### config.mk
export PLATFORM = sky130hd
export DESIGN_NAME = line_anchor_indexer_unit_flat
export DESIGN_NICKNAME = d
export VERILOG_FILES = /design/src/hdl/lai_pkg.sv /design/src/hdl/lai_req_if.sv /design/src/hdl/lai_rsp_if.sv /design/src/hdl/lai_csr.sv /design/src/hdl/lai_core.sv /design/src/hdl/lai_rbuf.sv /design/src/hdl/line_anchor_indexer_unit.sv /design/src/flat_wrapper.sv
export VERILOG_INCLUDE_DIRS = /design/src /design/src/hdl
export SDC_FILE = /design/constraint.sdc
export NUM_CORES = 1
export LEC_CHECK = 0
export ABC_AREA = 1
export BUFFER_PORTS_ARGS = -buffer_cell sky130_fd_sc_hd__buf_2
export CAP_MARGIN = 15
export CORE_MARGIN = 2
export CORE_UTILIZATION = 35
export DETAILED_ROUTE_END_ITERATION = 16
export PLACE_DENSITY = 0.58
export SLEW_MARGIN = 20
export SYNTH_ARGS = -nofsm -noshare
export SYNTH_HDL_FRONTEND = slang
export SYNTH_SLANG_ARGS = --single-unit
### constraint.sdc
create_clock -name clock -period 4.17 [get_ports clock]
set_input_delay 0.6255 -clock clock [delete_from_list [all_inputs] [get_ports clock]]
set_output_delay 0.6255 -clock clock [all_outputs]
set_load 0.05 [all_outputs]
### src/hdl/line_anchor_indexer_unit_macros.svh
// Assertion macros shared by the line anchor indexer RTL.
`ifndef LINE_ANCHOR_INDEXER_UNIT_MACROS_SVH
`define LINE_ANCHOR_INDEXER_UNIT_MACROS_SVH

// Same-cycle implication, disabled during reset.
`define LAI_ASSERT_IMP(label, clk, rst, ante, cons, msg) \
   label: assert property (@(posedge clk) disable iff (rst) (ante) |-> (cons)) else $error(msg);

// Next-cycle implication, disabled during reset.
`define LAI_ASSERT_NEXT(label, clk, rst, ante, cons, msg) \
   label: assert property (@(posedge clk) disable iff (rst) (ante) |=> (cons)) else $error(msg);

`endif

### src/hdl/lai_pkg.sv
// Types and constants for the line anchor indexer.
package lai_pkg;

   localparam int unsigned VALUE_BITS     = 48;
   localparam int unsigned WIDE_BITS      = 64;
   localparam int unsigned GRAN_BITS      = 16;
   localparam int unsigned CSR_DATA_BITS  = 32;
   localparam int unsigned CSR_ADDR_BITS  = 3;
   localparam int unsigned RBUF_DEPTH     = 4;
   localparam int unsigned RBUF_PTR_BITS  = 2;
   localparam int unsigned RBUF_CNT_BITS  = 3;

   localparam logic [7:0] NEWLINE_CODE = 8'd10;

   // Word index of each register (upper address bit)
   typedef enum logic [0:0] {
      CSR_REG_GRANULARITY = 1'b0
   } csr_reg_type;

   // Kind of a result
   typedef enum logic [0:0] {
      KIND_ANCHOR = 1'b0,
      KIND_COUNT  = 1'b1
   } result_kind_type;

   typedef struct packed {
      logic                  result_kind;
      logic [VALUE_BITS-1:0] result_value;
      logic                  last_of_run;
   } result_type;

   // Results produced by one request, written to the buffer together
   typedef struct packed {
      logic [1:0] count;
      result_type first;
      result_type second;
   } push_type;

   typedef struct packed {
      logic fire;
      logic fire_eof;
      logic pending;
      logic pos_zero;
   } core_status_type;

   typedef struct packed {
      logic [RBUF_CNT_BITS-1:0] count;
      logic                     room;
      logic                     pop;
   } rbuf_status_type;

endpackage

### src/hdl/lai_req_if.sv
// Request channel: one file byte with its flags.
interface lai_req_if;
   logic       valid;
   logic       ready;
   logic [7:0] data_byte;
   logic       byte_present;
   logic       end_of_file;

   modport source (output valid, data_byte, byte_present, end_of_file, input ready);
   modport sink (input valid, data_byte, byte_present, end_of_file, output ready);
endinterface

### src/hdl/lai_rsp_if.sv
// Result channel: anchor offsets and line counts.
interface lai_rsp_if;
   logic        valid;
   logic        ready;
   logic        result_kind;
   logic [47:0] result_value;
   logic        last_of_run;

   modport source (output valid, result_kind, result_value, last_of_run, input ready);
   modport sink (input valid, result_kind, result_value, last_of_run, output ready);
endinterface

### src/hdl/lai_csr.sv
// APB-style register block holding the anchor granularity.
module lai_csr (
   input  logic                               clock,
   input  logic                               reset,
   input  logic                               csr_psel,
   input  logic                               csr_penable,
   input  logic                               csr_pwrite,
   input  logic [lai_pkg::CSR_ADDR_BITS-1:0]  csr_paddr,
   input  logic [lai_pkg::CSR_DATA_BITS-1:0]  csr_pwdata,
   output logic [lai_pkg::CSR_DATA_BITS-1:0]  csr_prdata,
   output logic                               csr_pready,
   output logic [lai_pkg::GRAN_BITS-1:0]      granularity
);
   import lai_pkg::*;

   logic [GRAN_BITS-1:0] gran_ff;
   logic                 hit;
   logic                 wr_en;

   // Decode the word index
   assign hit        = (csr_paddr[CSR_ADDR_BITS-1] == CSR_REG_GRANULARITY);
   assign wr_en      = csr_psel && csr_penable && csr_pwrite && hit;
   assign csr_pready = 1'b1;

   // Hold the register
   always_ff @(posedge clock) begin
      if (reset) begin
         gran_ff <= GRAN_BITS'(1);
      end else if (wr_en) begin
         gran_ff <= csr_pwdata[GRAN_BITS-1:0];
      end
   end

   // Return the register on reads
   assign csr_prdata  = hit ? CSR_DATA_BITS'(gran_ff) : '0;
   assign granularity = gran_ff;
endmodule

### src/hdl/lai_core.sv
// Input register, per-file counters and result formation.
module lai_core #(
   parameter int unsigned OFFSET_BITS = 48
) (
   input  logic                          clock,
   input  logic                          reset,
   lai_req_if.sink                       req_bus,
   input  logic [lai_pkg::GRAN_BITS-1:0] granularity,
   input  logic                          room,
   output lai_pkg::push_type             push,
   output lai_pkg::core_status_type      status
);
   import lai_pkg::*;

   // Input register
   logic                   stage_valid_ff;
   logic [7:0]             stage_data_ff;
   logic                   stage_present_ff;
   logic                   stage_eof_ff;

   // Per-file state
   logic [OFFSET_BITS-1:0] pos_ff, pos_in, pos_inc;
   logic [OFFSET_BITS-1:0] nl_ff, nl_in, nl_inc;
   logic [GRAN_BITS-1:0]   lua_ff, lua_in;
   logic                   pending_ff, pending_in;
   logic                   prev_ff, prev_in;

   logic                   fire;
   logic                   req_ready;
   logic                   is_nl;
   logic                   anchor;
   logic                   reach;
   logic                   bump;
   logic [GRAN_BITS-1:0]   gran_eff;
   logic [GRAN_BITS:0]     lua_next;
   logic [OFFSET_BITS-1:0] total;
   logic [WIDE_BITS-1:0]   pos_wide, total_wide;
   result_type             anchor_res, count_res;

   assign fire          = stage_valid_ff && room;
   assign req_ready     = !stage_valid_ff || fire;
   assign req_bus.ready = req_ready;

   // Load the input register
   always_ff @(posedge clock) begin
      if (reset) begin
         stage_valid_ff <= 1'b0;
      end else if (req_ready) begin
         stage_valid_ff <= req_bus.valid;
      end
   end

   always_ff @(posedge clock) begin
      if (req_bus.valid && req_ready) begin
         stage_data_ff    <= req_bus.data_byte;
         stage_present_ff <= req_bus.byte_present;
         stage_eof_ff     <= req_bus.end_of_file;
      end
   end

   // Compute next state and results
   always_comb begin
      is_nl    = stage_present_ff && (stage_data_ff == NEWLINE_CODE);
      anchor   = stage_present_ff && pending_ff;
      pos_inc  = (pos_ff == '1) ? pos_ff : pos_ff + OFFSET_BITS'(1);
      nl_inc   = (nl_ff == '1) ? nl_ff : nl_ff + OFFSET_BITS'(1);
      gran_eff = (granularity == '0) ? GRAN_BITS'(1) : granularity;
      lua_next = (GRAN_BITS+1)'(lua_ff) + (GRAN_BITS+1)'(1);
      reach    = lua_next >= (GRAN_BITS+1)'(gran_eff);

      pos_in     = stage_present_ff ? pos_inc : pos_ff;
      nl_in      = is_nl ? nl_inc : nl_ff;
      pending_in = (pending_ff && !stage_present_ff) || (is_nl && reach);
      if (is_nl) begin
         lua_in = reach ? '0 : lua_next[GRAN_BITS-1:0];
      end else begin
         lua_in = lua_ff;
      end
      prev_in = stage_present_ff ? is_nl : prev_ff;

      // Count one more line when the file ends without a newline;
      // a newline in this request is already part of the count
      bump  = stage_present_ff ? !is_nl : (!prev_ff && (pos_ff != '0));
      total = (bump || is_nl) ? nl_inc : nl_ff;

      pos_wide   = WIDE_BITS'(pos_ff);
      total_wide = WIDE_BITS'(total);

      anchor_res.result_kind  = KIND_ANCHOR;
      anchor_res.result_value = pos_wide[VALUE_BITS-1:0];
      anchor_res.last_of_run  = !stage_eof_ff;

      count_res.result_kind  = KIND_COUNT;
      count_res.result_value = total_wide[VALUE_BITS-1:0];
      count_res.last_of_run  = 1'b1;

      push.count  = fire ? (2'(anchor) + 2'(stage_eof_ff)) : 2'd0;
      push.first  = anchor ? anchor_res : count_res;
      push.second = count_res;
   end

   // Advance the file state; clear it after the end of a file
   always_ff @(posedge clock) begin
      if (reset || (fire && stage_eof_ff)) begin
         pos_ff     <= '0;
         nl_ff      <= '0;
         lua_ff     <= '0;
         pending_ff <= 1'b1;
         prev_ff    <= 1'b0;
      end else if (fire) begin
         pos_ff     <= pos_in;
         nl_ff      <= nl_in;
         lua_ff     <= lua_in;
         pending_ff <= pending_in;
         prev_ff    <= prev_in;
      end
   end

   assign status.fire     = fire;
   assign status.fire_eof = fire && stage_eof_ff;
   assign status.pending  = pending_ff;
   assign status.pos_zero = (pos_ff == '0);
endmodule

### src/hdl/lai_rbuf.sv
// Result buffer: takes up to two results a cycle, sends one a cycle while rsp is ready.
module lai_rbuf (
   input  logic                     clock,
   input  logic                     reset,
   input  lai_pkg::push_type        push,
   lai_rsp_if.source                rsp_bus,
   output lai_pkg::rbuf_status_type status
);
   import lai_pkg::*;

   result_type               entries [RBUF_DEPTH];
   logic [RBUF_PTR_BITS-1:0] wr_ptr_ff;
   logic [RBUF_PTR_BITS-1:0] rd_ptr_ff;
   logic [RBUF_CNT_BITS-1:0] count_ff;
   logic                     pop;
   result_type               head;

   assign pop = rsp_bus.valid && rsp_bus.ready;

   // Write the new results
   always_ff @(posedge clock) begin
      if (push.count != 2'd0) begin
         entries[wr_ptr_ff] <= push.first;
      end
      if (push.count == 2'd2) begin
         entries[wr_ptr_ff + RBUF_PTR_BITS'(1)] <= push.second;
      end
   end

   // Advance pointers and occupancy
   always_ff @(posedge clock) begin
      if (reset) begin
         wr_ptr_ff <= '0;
         rd_ptr_ff <= '0;
         count_ff  <= '0;
      end else begin
         wr_ptr_ff <= wr_ptr_ff + RBUF_PTR_BITS'(push.count);
         rd_ptr_ff <= rd_ptr_ff + RBUF_PTR_BITS'(pop);
         count_ff  <= count_ff + RBUF_CNT_BITS'(push.count) - RBUF_CNT_BITS'(pop);
      end
   end

   // Drive the head entry
   assign head                 = entries[rd_ptr_ff];
   assign rsp_bus.valid        = (count_ff != '0);
   assign rsp_bus.result_kind  = head.result_kind;
   assign rsp_bus.result_value = head.result_value;
   assign rsp_bus.last_of_run  = head.last_of_run;

   assign status.count = count_ff;
   assign status.room  = (count_ff <= RBUF_CNT_BITS'(RBUF_DEPTH - 2));
   assign status.pop   = pop;
endmodule

### src/hdl/line_anchor_indexer_unit.sv
// A request's first result reaches rsp through the input register and then the result buffer.
// The input register takes one request per cycle while the buffer has room; the buffer drains
// one result per cycle while rsp is ready, so a request giving both an anchor and the count yields two.
// Reset clears all per-file counters, arms the anchor for line one, sets granularity
// to one and empties the result buffer.
`include "line_anchor_indexer_unit_macros.svh"
module line_anchor_indexer_unit #(
   parameter int unsigned OFFSET_BITS = 48
) (
   input  logic                               clock,
   input  logic                               reset,
   lai_req_if.sink                            req_bus,
   lai_rsp_if.source                          rsp_bus,
   input  logic                               csr_psel,
   input  logic                               csr_penable,
   input  logic                               csr_pwrite,
   input  logic [lai_pkg::CSR_ADDR_BITS-1:0]  csr_paddr,
   input  logic [lai_pkg::CSR_DATA_BITS-1:0]  csr_pwdata,
   output logic [lai_pkg::CSR_DATA_BITS-1:0]  csr_prdata,
   output logic                               csr_pready
);
   import lai_pkg::*;

   logic [GRAN_BITS-1:0]     granularity;
   push_type                 push;
   core_status_type          core_status;
   rbuf_status_type          rbuf_status;
   logic                     buf_in_bound;
   logic                     file_rearmed;
   logic [RBUF_CNT_BITS:0]   occ_wide;
   logic [RBUF_CNT_BITS:0]   occ_next;

   lai_csr u_csr (
      .clock       (clock),
      .reset       (reset),
      .csr_psel    (csr_psel),
      .csr_penable (csr_penable),
      .csr_pwrite  (csr_pwrite),
      .csr_paddr   (csr_paddr),
      .csr_pwdata  (csr_pwdata),
      .csr_prdata  (csr_prdata),
      .csr_pready  (csr_pready),
      .granularity (granularity)
   );

   lai_core #(
      .OFFSET_BITS (OFFSET_BITS)
   ) u_core (
      .clock       (clock),
      .reset       (reset),
      .req_bus     (req_bus),
      .granularity (granularity),
      .room        (rbuf_status.room),
      .push        (push),
      .status      (core_status)
   );

   lai_rbuf u_rbuf (
      .clock   (clock),
      .reset   (reset),
      .push    (push),
      .rsp_bus (rsp_bus),
      .status  (rbuf_status)
   );

   // Terms checked by the assertions
   assign buf_in_bound = (rbuf_status.count <= RBUF_CNT_BITS'(RBUF_DEPTH));
   assign file_rearmed = core_status.pending && core_status.pos_zero;
   assign occ_wide     = (RBUF_CNT_BITS+1)'(rbuf_status.count);
   assign occ_next     = occ_wide + (RBUF_CNT_BITS+1)'(push.count)
                         - (RBUF_CNT_BITS+1)'(rbuf_status.pop);

   // Buffer never overfills
   `LAI_ASSERT_IMP(a_rbuf_bound, clock, reset, 1'b1, buf_in_bound, "result buffer over capacity")
   // Occupancy follows pushes and pops
   `LAI_ASSERT_NEXT(a_rbuf_track, clock, reset, 1'b1, (occ_wide == $past(occ_next)), "count drift")
   // End of file rearms the counters
   `LAI_ASSERT_NEXT(a_eof_clear, clock, reset, core_status.fire_eof, file_rearmed, "state not cleared")
endmodule
### src/flat_wrapper.sv
// flat-port wrapper written by rule: the top's interface ports become plain ports
module line_anchor_indexer_unit_flat import lai_pkg::*;
#(
   parameter int unsigned OFFSET_BITS = 48
)
  (clock, reset, csr_psel, csr_penable, csr_pwrite, csr_paddr, csr_pwdata, csr_prdata, csr_pready, req_bus_valid, req_bus_data_byte, req_bus_byte_present, req_bus_end_of_file, req_bus_ready, rsp_bus_valid, rsp_bus_result_kind, rsp_bus_result_value, rsp_bus_last_of_run, rsp_bus_ready);
  lai_req_if req_bus_i ();
  lai_rsp_if rsp_bus_i ();
  input  logic clock;
  input  logic reset;
  input  logic csr_psel;
  input  logic csr_penable;
  input  logic csr_pwrite;
  input  logic [lai_pkg::CSR_ADDR_BITS-1:0] csr_paddr;
  input  logic [lai_pkg::CSR_DATA_BITS-1:0] csr_pwdata;
  output logic [lai_pkg::CSR_DATA_BITS-1:0] csr_prdata;
  output logic csr_pready;
  input wire logic [$bits(req_bus_i.valid)-1:0] req_bus_valid;
  input wire logic [$bits(req_bus_i.data_byte)-1:0] req_bus_data_byte;
  input wire logic [$bits(req_bus_i.byte_present)-1:0] req_bus_byte_present;
  input wire logic [$bits(req_bus_i.end_of_file)-1:0] req_bus_end_of_file;
  output wire logic [$bits(req_bus_i.ready)-1:0] req_bus_ready;
  output wire logic [$bits(rsp_bus_i.valid)-1:0] rsp_bus_valid;
  output wire logic [$bits(rsp_bus_i.result_kind)-1:0] rsp_bus_result_kind;
  output wire logic [$bits(rsp_bus_i.result_value)-1:0] rsp_bus_result_value;
  output wire logic [$bits(rsp_bus_i.last_of_run)-1:0] rsp_bus_last_of_run;
  input wire logic [$bits(rsp_bus_i.ready)-1:0] rsp_bus_ready;
  assign req_bus_i.valid = req_bus_valid;
  assign req_bus_i.data_byte = req_bus_data_byte;
  assign req_bus_i.byte_present = req_bus_byte_present;
  assign req_bus_i.end_of_file = req_bus_end_of_file;
  assign req_bus_ready = req_bus_i.ready;
  assign rsp_bus_valid = rsp_bus_i.valid;
  assign rsp_bus_result_kind = rsp_bus_i.result_kind;
  assign rsp_bus_result_value = rsp_bus_i.result_value;
  assign rsp_bus_last_of_run = rsp_bus_i.last_of_run;
  assign rsp_bus_i.ready = rsp_bus_ready;
  line_anchor_indexer_unit #(.OFFSET_BITS(OFFSET_BITS)) u_core (.clock(clock), .reset(reset), .req_bus(req_bus_i), .rsp_bus(rsp_bus_i), .csr_psel(csr_psel), .csr_penable(csr_penable), .csr_pwrite(csr_pwrite), .csr_paddr(csr_paddr), .csr_pwdata(csr_pwdata), .csr_prdata(csr_prdata), .csr_pready(csr_pready));
endmodule
# Yosys cells after proc, flatten, opt, wreduce, memory -nomap -nowiden
# Memory sizes are Yosys's and may differ from the RTL's. A register that Yosys moved wholly into a read port is not among the register bits.
# Cells that the tools add are included.
# W data, S select, Z words.
[word_totals] ramBits=200 ff_bits=148 elab_cells=72 output_inout_bits=85 memories=1
[classes] muxes=13 n_bitwise=2 eq_ne=4 n_reduce_logical=28 n_lt_le_gt_ge=2 add_sub_neg=9
[memory_table] name="u_core.u_rbuf.entries" words=4 word_bits=50 rd=1 rd_clocked_by_memory_dff=1 write_ports=2 line="lai_rbuf.sv:11" text="result_type entries [RBUF_DEPTH];"
[ops] operator="$add A48 B1 Y48 const B" n=2
[ops] operator="$eq A48 B48 Y1 const B" n=2
[ops] operator="$mux W48" n=2
[ops] operator="$mux W50" n=1
[ops] operator="$mux W16" n=3
[ops] operator="$reduce_bool A48 Y1" n=1
[ops] operator="$add A16 B1 Y17 const B" n=1
[ops] operator="$ge A17 B16 Y1" n=1
[ops] operator="$logic_not A16 Y1" n=1
[ops] operator="$logic_and A1 B1 Y1" n=12
[ops] operator="$eq A8 B4 Y1 const B" n=1
[ops] operator="$logic_not A1 Y1" n=5
[ops] operator="$mux W1" n=5
[ops] operator="$logic_or A1 B1 Y1" n=4
[ops] operator="$mux W2" n=2
[ops] operator="$reduce_and A2 Y1" n=2
[ops] operator="$add A3 B2 Y3" n=1
[ops] operator="$le A3 B2 Y1 const B" n=1
[ops] operator="$reduce_and A3 Y1" n=1
[ops] operator="$reduce_bool A3 Y1" n=1
[ops] operator="$sub A3 B1 Y3" n=1
[ops] operator="$add A1 B1 Y2" n=1
[ops] operator="$add A2 B1 Y2" n=1
[ops] operator="$add A2 B1 Y2 const B" n=1
[ops] operator="other kinds (4)" n=5

# Logic depth before layout (Yosys ltp)
# Gate-level depths: netlist of run 1.
[logic_depth] ltp_word=7 mapped_depth=19 ltp_nobuf=18

# By module
# Synthesis of run 1 repeated with hierarchy kept, for this count alone.
[unflattened] cells_unflattened=3041 hier_area_um2=21941.0
[by_module_without_submodules] module="lai_rbuf" area_per_inst_um2=10677.7 n_inst=1 cells_each=1145
[by_module_without_submodules] module="lai_core" area_per_inst_um2=10212.3 n_inst=1 cells_each=1737
[by_module_without_submodules] module="lai_csr" area_per_inst_um2=1051.0 n_inst=1 cells_each=159

# Worst setup path after synthesis of run 1
# No wires, ideal clock.
[synth_path] path_kind="register -> register" from="register u_core.u_core.stage_present_ff" to="memory u_core.u_rbuf.entries[0][10] (netlist bit) (enable)" setup_ns=0.407 period_less_slack_ns=3.268 setup_slack_ns=0.902 arrival_time_ns=2.860 t_required_ns=3.763 path_stages_with_launch=14 path_cell_list="edfxtp_1 > clkbuf_1 > nand2_1 > clkinv_1 > clkbuf_1 > ha_1 > inv_1 > nor2_8 > inv_2 > nor2_4 > inv_2 > nor2_4 > inv_1 > nand2_1"
[synth_rtl] item="from (decl)" line="lai_core.sv:18" text="logic stage_present_ff;"
[synth_rtl] item="from (signal assigned)" line="lai_core.sv:56" text="stage_present_ff <= req_bus.byte_present;"
[synth_rtl] item="to (decl)" line="lai_rbuf.sv:11"

==> impl_metrics.csv, run 1 <==
group,metric,value,unit
synthesis,netlist_area,21800,µm²
setup_path,critPathKind,"reg2out",
place,place.gp.congestion,1.02,
cells_and_area,num-nets-final,3107,
synthesis,syn_avg_cell_area,7.27,µm²
clocking,cts_root_buf,"clkbuf_16",
synthesis,ys_types,50,
place,pre_cts_ws,1110,ps
floorplan,rows,91,
drt,drc_errors,0,
drt,firstDrtPassIters,6,
setup_path,critPathCapture,"rsp_bus_result_value[15]",
cells_and_area,final_common_cell,"nand2_1",
pwr,power.share.combinational,29.5,%
drt,viasPerCell,5.24,
setup_path,startpoint_type,"flop",
synthesis,async_flop_share,0,%
cells_and_area,final_cell_mix,"823 x nand2_1, 455 x nand3_1, 336 x nor2_1",
synthesis,synth_seq_area_share,41.3,%
timing,timing.hold.ws,230,ps
cells_and_area,drive_above_1_share,11.1,%
pwr,p_clk_share,34.4,%
timing,rsz0062_at_grt,"false",
clocking,clockBufferDepth,3,
pwr,p_int,6.69,mW
drt,vias,20400,
synthesis,yosys_warnings,0,
place,port_buffers,101,
timing,clock_skew,15.7,ps
cells_and_area,antenna_cells,0,
place,detailed_place_hpwl,50.7,mm
setup_path,cp-startpoint,"u_core.u_rbuf.rd_ptr_ff[1]",
clocking,clk_latency,570,ps
drt,ant_nets,0,
timing,slew_violations,0,
floorplan,core_area,61600,µm²
drt,first_iter_violations,1709,
timing,finalSetupTns,0,ps
pwr,power.switching,4.15,mW
setup_path,cp_max_fo,20,
clocking,cts_tree,"yes",
floorplan,ios,137,
setup_path,end_kind,"output port",
clocking,cts_hold_buf,0,
pwr,ir_drop,0.000310,V
clocking,cts_buffers,42,
synthesis,synth_top_area_share,27.9,%
setup_path,r2r_cells,11,
cells_and_area,fill_cells,6478,
synthesis,synth-main-ff-cell,"edfxtp_1",
grt,grt_max_degree,72,
timing,setup_viol,0,
pwr,powerDensity,449,nW/µm²
timing,relSlewSlack,21.4,%
floorplan,die_h,253,µm
synthesis,synth.top_cells.by_area,"edfxtp_1 28%, nand2_1 14%, dfxtp_1 13%",
clocking,cts_num_sinks,348,
drt,wl_per_cell,18.7,µm
hold_path,hp-class,"in2reg",
timing,period_needed,3300,ps
grt,grt_antenna_before_repair,0,
grt,grt_pass1_vias,19200,
setup_path,worstPathRequired,3540,ps
clocking,cts_max_level,2,
setup_path,reg2reg_from,"u_core.u_core.stage_present_ff",
synthesis,synth-edff-count,202,
clocking,postCtsResizedCells,0,
pwr,switching_share,38.3,%
drt,drt-total-wl,72.7,mm
grt,grt_pass1_wl,112,mm
pwr,total_leakage_power,9.84,nW
floorplan,initial_core_util,35.3,%
timing,fin_crit_sh,79.2,%
synthesis,ys_seq_elements,348,
timing,finalHoldViolCount,0,
timing,worstMarginPinSlew,1180,ps
grt,overflow,0,
setup_path,cp_data_arrival_time,2680,ps
cells_and_area,syn_to_final_growth,11.0,%
clocking,path_clk_slew,60,ps
pwr,power_frac_seq,36.1,%
synthesis,syn_inst,2993,
synthesis,yosysTopAreaCell,"edfxtp_1",
timing,timing.final.ws_setup,868,ps
floorplan,die_w,253,µm
grt,track_usage,22.3,%
clocking,cts_setup_buffers,0,
run,drv_cap,0,
setup_path,r2r_end,"u_core.u_rbuf.entries[0][35]",
run_status,outcome,"finished clean",
floorplan,die-area,64200,µm²
setup_path,reg2reg_slack,1110,ps
timing,maxClockFrequency,0.303,GHz
## per-stage QoR
step,instances,power [mW],cell area (µm²),util (%)
after floorplan,3008,6.30,21800,-
after global placement,3821,7.18,22800,37.0
after detailed placement,3821,7.19,22800,37.0
after CTS,3898,10.9,24200,39.2
after global routing,3898,11.3,24200,39.2
final,3898,10.8,24200,39.2
## final cells by class
cell class | count | area [µm²] | share of cell area, %
tap | 837 | 1050 | 4.33
sequential | 348 | 8990 | 37.2
multi-input combinational | 2256 | 11000 | 45.5
clock inverter | 17 | 168 | 0.694
timing repair buffer | 141 | 843 | 3.49
inverter | 239 | 902 | 3.73
clock buffer | 60 | 1210 | 5.02
## worst min path at each step
stage                                      from                             end  depth (start not counted)
after global placement    u_core.u_core.prev_ff           u_core.u_core.prev_ff                          2
after CTS                  req_bus_data_byte[5]  u_core.u_core.stage_data_ff[5]                          1
after floorplan           u_core.u_core.prev_ff           u_core.u_core.prev_ff                          2
after detailed placement  u_core.u_core.prev_ff           u_core.u_core.prev_ff                          2
final                      req_bus_data_byte[5]  u_core.u_core.stage_data_ff[5]                          1
after global routing       req_bus_data_byte[7]  u_core.u_core.stage_data_ff[7]                          1
## worst max-delay path: stages (launching register included)
cell,delay (ps)
dfxtp_2,530
inv_1,150
buf_4,280
buf_4,250
o21ai_0,100
o22ai_1,390
buf_2,370
## synth_stat cells, drive strengths merged (3+ instances only)
cell type	number
nor2	355
nand2	835
a21oi	107
a211oi	15
or2	4
o211ai	11
dfxtp	146
xor2	54
clkinv	3
inv	236
ha	26
nand3	512
nor3	33
nand4	47
mux2i	5
buf	93
edfxtp	202
o22ai	50
xnor2	9
clkbuf	72
o21ai	166
## layer usage
layer / part of all wire, % / global-route usage (%) / up-vias
met3: 6.2 / 3.11 / 152
li1: - / - / 10000
met2: 47 / 37.7 / 673
met1: 43 / 29.0 / 9553
met4: 3.6 / 8.32 / 0
met5: 0 / 0 / -
## cells by family (layout without fill, tap and decap cells)
logic type,after synthesis,count (layout),share of synthesized area [%]
and+or+nand+nor,1790,1790,36.9
buffers and inverters,404,457,8.58
AOI/OAI and AO/OA,354,354,8.86
DFF,348,348,41.3
xor gates and xnor gates,63,63,2.54
adders and majority gates,27,27,1.59
muxes,5,5,0.230
other,2,17,0.0345
## registers in the layout, indices dropped and copies added, names as in the netlist, 2 cells and up
register and flops:
u_core.u_rbuf.rd_ptr_ff 2, u_core.u_csr.granularity 16, u_core.u_rbuf.count_ff 3, u_core.u_core.lua_ff 16
u_core.u_rbuf.wr_ptr_ff 2, u_core.u_core.nl_ff 48, u_core.u_core.pos_ff 48, u_core.u_core.stage_data_ff 8
u_core.u_rbuf.entries 200
## power by group through the flow
stage | registers (mW) | logic (mW) | clock network, mW
after CTS | 3.91 | 3.21 | 3.80
after global placement | 3.98 | 3.20 | 0
after floorplan | 3.94 | 2.36 | 0
final | 3.91 | 3.19 | 3.73
after global routing | 3.93 | 3.42 | 3.92
after detailed placement | 3.99 | 3.21 | 0
Power figures use the tool's default switching activity.
==> inputs of run 2 (changes only) <==
==> constraint.sdc (replaced) <==
create_clock -name clock -period 3.34 [get_ports clock]
set_input_delay 0.501 -clock clock [delete_from_list [all_inputs] [get_ports clock]]
set_output_delay 0.501 -clock clock [all_outputs]
set_load 0.05 [all_outputs]
==> impl_metrics.csv, run 2 (same netlist as run 1, synthesis figures left out) <==
group,metric,value,unit
grt,overflow,0,
place,detailed_place_hpwl,50.6,mm
timing,timing.hold.ws,112,ps
clocking,clk_latency,570,ps
cells_and_area,fill_cells,6431,
setup_path,worstPathRequired,2840,ps
floorplan,die_h,253,µm
cells_and_area,largest_reg_flops,200,
pwr,powerDensity,549,nW/µm²
timing,setup_viol,0,
drt,viasPerCell,5.23,
grt,grt_antenna_before_repair,1,
drt,first_iter_violations,1764,
setup_path,startpoint_type,"flop",
drt,drt-total-wl,72.6,mm
run,drv_cap,0,
clocking,cts_setup_buffers,0,
cells_and_area,drive_above_1_share,11.2,%
cells_and_area,antenna_cells,0,
hold_path,hp-class,"in2reg",
clocking,cts_max_level,2,
place,place.gp.congestion,1.01,
timing,finalSetupTns,0,ps
clocking,cts_hold_buf,0,
floorplan,initial_core_util,35.3,%
drt,vias,20400,
drt,firstDrtPassIters,6,
setup_path,end_kind,"output port",
run_status,outcome,"finished clean",
cells_and_area,final_cell_mix,"823 x nand2_1, 455 x nand3_1, 336 x nor2_1",
floorplan,die-area,64200,µm²
drt,ant_nets,0,
place,pre_cts_ws,386,ps
timing,slew_violations,0,
timing,worstMarginPinSlew,1020,ps
hold_path,hold_depth,1,
drt,drc_errors,0,
grt,grt_pass1_wl,112,mm
timing,timing.final.ws_setup,267,ps
timing,relSlewSlack,32.2,%
pwr,total_leakage_power,9.86,nW
cells_and_area,num-nets-final,3113,
clocking,clockBufferDepth,3,
setup_path,critPathKind,"reg2out",
clocking,cts_num_sinks,348,
floorplan,die_w,253,µm
clocking,postCtsResizedCells,0,
cells_and_area,syn_to_final_growth,11.3,%
cells_and_area,largest-register,"u_core.u_rbuf.entries",
grt,track_usage,22.4,%
setup_path,cp_max_fo,28,
grt,grt_pass1_vias,19300,
clocking,cts_tree,"yes",
clocking,cts_root_buf,"clkbuf_16",
pwr,ir_drop,0.000453,V
clocking,cts_buffers,42,
grt,grt_max_degree,101,
cells_and_area,top_regs,"u_core.u_rbuf.entries: 200 flops, u_core.u_core.nl_ff: 48 flops, u_core.u_core.pos_ff: 48 flops",
floorplan,ios,137,
floorplan,core_area,61600,µm²
setup_path,cp_data_arrival_time,2570,ps
pwr,power,13.3,mW
setup_path,r2r_cells,18,
timing,clock_skew,20.7,ps
timing,fin_crit_sh,92.0,%
floorplan,rows,91,
drt,wl_per_cell,18.6,µm
place,port_buffers,101,
timing,period_needed,3070,ps
timing,rsz0062_at_grt,"false",
timing,finalHoldViolCount,0,
cells_and_area,final_common_cell,"nand2_1",
timing,maxClockFrequency,0.325,GHz
clocking,path_clk_slew,60,ps
## run 2: area by class of cell
type	instances	area [µm²]	share of cell area (%)
clock buffers	64	1210	4.99
multi-input cells	2256	11000	45.4
clock inverters	13	96.3	0.398
inverters	239	903	3.73
flip-flops and latches	348	8990	37.1
well taps	837	1050	4.32
repair buffers	147	988	4.08
## run 2: worst max-delay path, stage by stage, from the launching register on
cell and delay (ps):
dfxtp_2 740, buf_4 360, buf_4 280, o21ai_0 120, o22ai_1 180, buf_2 290
## run 2: final timing paths
| kind | from | end | slack, ps |
|---|---|---|---|
| setup reg to reg | u_core.u_core.lua_ff[0] | u_core.u_core.lua_ff[1] | 350 |
| hold / removal | req_bus_data_byte[4] | u_core.u_core.stage_data_ff[4] | 110 |
| hold reg to reg | u_core.u_core.prev_ff | u_core.u_core.prev_ff | 460 |
| setup / recovery | u_core.u_rbuf.rd_ptr_ff[0] | rsp_bus_result_value[30] | 270 |
## run 2: through the flow
step | cells | instance area (µm²) | utilization (%)
floorplan | 3008 | 21800 | -
global placement | 3827 | 22900 | 37.2
detailed placement | 3827 | 22900 | 37.2
CTS | 3904 | 24200 | 39.3
global route | 3904 | 24200 | 39.3
finish | 3904 | 24200 | 39.3
## run 2: routing by layer
| metal | GRT usage [%] | up-vias | routed length (µm) |
|---|---|---|---|
| met3 | 3.05 | 119 | 3950 |
| met4 | 6.36 | 0 | 1900 |
| li1 | - | 10100 | - |
| met5 | 0 | - | 0 |
| met2 | 39.2 | 668 | 35400 |
| met1 | 28.6 | 9573 | 31300 |
## run 2: where the power goes
part           switching [mW]  internal [mW]
Combinational            3.13          0.849
Sequential              0.128           4.77
Clock                    1.86           2.57
==> inputs of run 3 (changes only) <==
==> constraint.sdc (replaced) <==
create_clock -name clock -period 3.34 [get_ports clock]
set_input_delay 0.501 -clock clock [delete_from_list [all_inputs] [get_ports clock]]
set_output_delay 0.501 -clock clock [all_outputs]
set_load 0.02 [all_outputs]
==> impl_metrics.csv, run 3 (same netlist as run 1, synthesis figures left out) <==
group,metric,value,unit
pwr,powerDensity,528,nW/µm²
floorplan,ios,137,
grt,overflow,0,
floorplan,core_area,61600,µm²
drt,viasPerCell,5.25,
grt,grt_pass1_wl,112,mm
floorplan,die_w,253,µm
timing,worstMarginPinSlew,1040,ps
timing,fin_crit_sh,89.6,%
grt,gr-usage-met2,38.5,%
floorplan,initial_core_util,35.3,%
timing,clock_skew,30.0,ps
drt,drt-total-wl,72.7,mm
grt,grt_antenna_before_repair,1,
setup_path,startpoint_type,"flop",
timing,maxClockFrequency,0.334,GHz
setup_path,critPathKind,"reg2reg",
floorplan,die_h,253,µm
drt,vias,20500,
setup_path,worstPathRequired,3650,ps
timing,period_needed,2990,ps
hold_path,hold_depth,1,
setup_path,cp_slowest_cell,"clkinv_2",
setup_path,end_kind,"flop",
clocking,cts_root_buf,"clkbuf_16",
drt,firstDrtPassIters,5,
timing,slew_violations,0,
timing,relSlewSlack,30.9,%
floorplan,rows,91,
timing,finalSetupTns,0,ps
cells_and_area,largest-register,"u_core.u_rbuf.entries",
setup_path,cp_data_arrival_time,3310,ps
pwr,ir_drop,0.000322,V
run_status,outcome,"finished clean",
clocking,postCtsResizedCells,0,
place,detailed_place_hpwl,50.1,mm
grt,track_usage,22.5,%
grt,use_met3,2.38,%
clocking,cts_num_sinks,348,
cells_and_area,final_cell_mix,"823 x nand2_1, 455 x nand3_1, 336 x nor2_1",
cells_and_area,largest_reg_flops,200,
grt,grt_max_degree,101,
cells_and_area,antenna_cells,0,
grt,grt_pass1_vias,19200,
setup_path,cp_cell_sequence,"nand2_2 > clkinv_1 > ha_1 > inv_1 > nor2_4 > nor2_4 > inv_2 > nand2_1 > clkinv_2 > nand3_1 > nand2_1",
clocking,cts_tree,"yes",
clocking,cts_buffers,43,
drt,first_iter_violations,1738,
clocking,clk_latency,600,ps
clocking,clockBufferDepth,3,
cells_and_area,drive_above_1_share,11.2,%
drt,drc_errors,0,
clocking,path_clk_slew,50,ps
timing,rsz0062_at_grt,"false",
timing,setup_viol,0,
cells_and_area,final_core_util,39.5,%
place,port_buffers,101,
cells_and_area,num-nets-final,3106,
hold_path,hp-class,"in2reg",
grt,met1_usage,29.2,%
cells_and_area,final_common_cell,"nand2_1",
setup_path,critPathMaxStageDelay,820,ps
drt,ant_nets,0,
cells_and_area,syn_to_final_growth,11.7,%
cells_and_area,top_regs,"u_core.u_rbuf.entries: 200 flops, u_core.u_core.nl_ff: 48 flops, u_core.u_core.pos_ff: 48 flops",
grt,top_usage_layer,"met2",
clocking,cts_setup_buffers,0,
clocking,cts_max_level,2,
timing,finalHoldViolCount,0,
drt,wl_per_cell,18.6,µm
clocking,cts_hold_buf,0,
pwr,total_leakage_power,9.89,nW
floorplan,die-area,64200,µm²
setup_path,r2r_cells,11,
setup_path,cp_max_fo,48,
place,place.gp.congestion,1.00,
run,drv_cap,0,
[run 3: changes by cell type in the layout (fill, tap and decap cells not counted), moves of 2 or more]
| cell | before | now |
|---|---|---|
| clkinv_1 | 5 | 7 |
| clkbuf_16 | 43 | 45 |
| buf_4 | 35 | 26 |
| clkinv_2 | 9 | 12 |
| clkbuf_8 | 5 | 2 |
| bufinv_16 | 1 | 4 |
| clkbuf_1 | 15 | 9 |
[run 3: power by group]
group / leakage [nW] / switching (mW) / internal [mW] / total (mW)
clock: 0.703 / 1.96 / 2.83 / 4.79
sequential: 2.91 / 0.112 / 4.77 / 4.88
combinational: 6.28 / 2.33 / 0.832 / 3.16
total: 9.89 / 4.40 / 8.42 / 12.8
[run 3: area by class of cell]
class / instances / area (µm²)
Fill cell: 6434 / 37300
Multi-Input combinational cell: 2256 / 11000
Sequential cell: 348 / 8990
Clock buffer: 56 / 1190
Tap cell: 837 / 1050
Timing Repair Buffer: 139 / 941
Inverter: 239 / 902
Clock inverter: 24 / 239
[run 3: critical path: cells and delay by family, from the launching register on]
family | cells | cell delay, ps
buffers and inverters | 4 | 1070
flip-flops | 1 | 400
adder cells (fa/ha/maj) | 1 | 330
AND/OR/NAND/NOR | 6 | 920
[run 3: worst paths after layout]
check | from | end | slack (ps)
setup / recovery | u_core.u_core.stage_present_ff | u_core.u_rbuf.entries[0][48] | 350
hold / removal | req_bus_data_byte[2] | u_core.u_core.stage_data_ff[2] | 90
setup reg to reg | u_core.u_core.stage_present_ff | u_core.u_rbuf.entries[0][48] | 350
hold reg to reg | u_core.u_core.pos_ff[18] | u_core.u_core.pos_ff[18] | 470
[run 3: through the flow]
stage               std cells  hold slack, ps  power, mW  setup slack (ps)  area, µm²
floorplan                3008             439       7.04              72.3      21800
global placement         3819             450       8.14               451      22900
detailed placement       3819             466       8.16               458      22900
CTS                      3899            64.4       12.9               395      24300
global route             3899            72.2       13.4              83.6      24300
finish                   3899            92.9       12.8               348      24300
[run 3: per-layer routing]
layer  share of wire [%]  vias up
met5               0.018        -
met4                 3.3        2
met3                 5.8      136
met2                  48      688
met1                  43     9581
li1                    -    10100
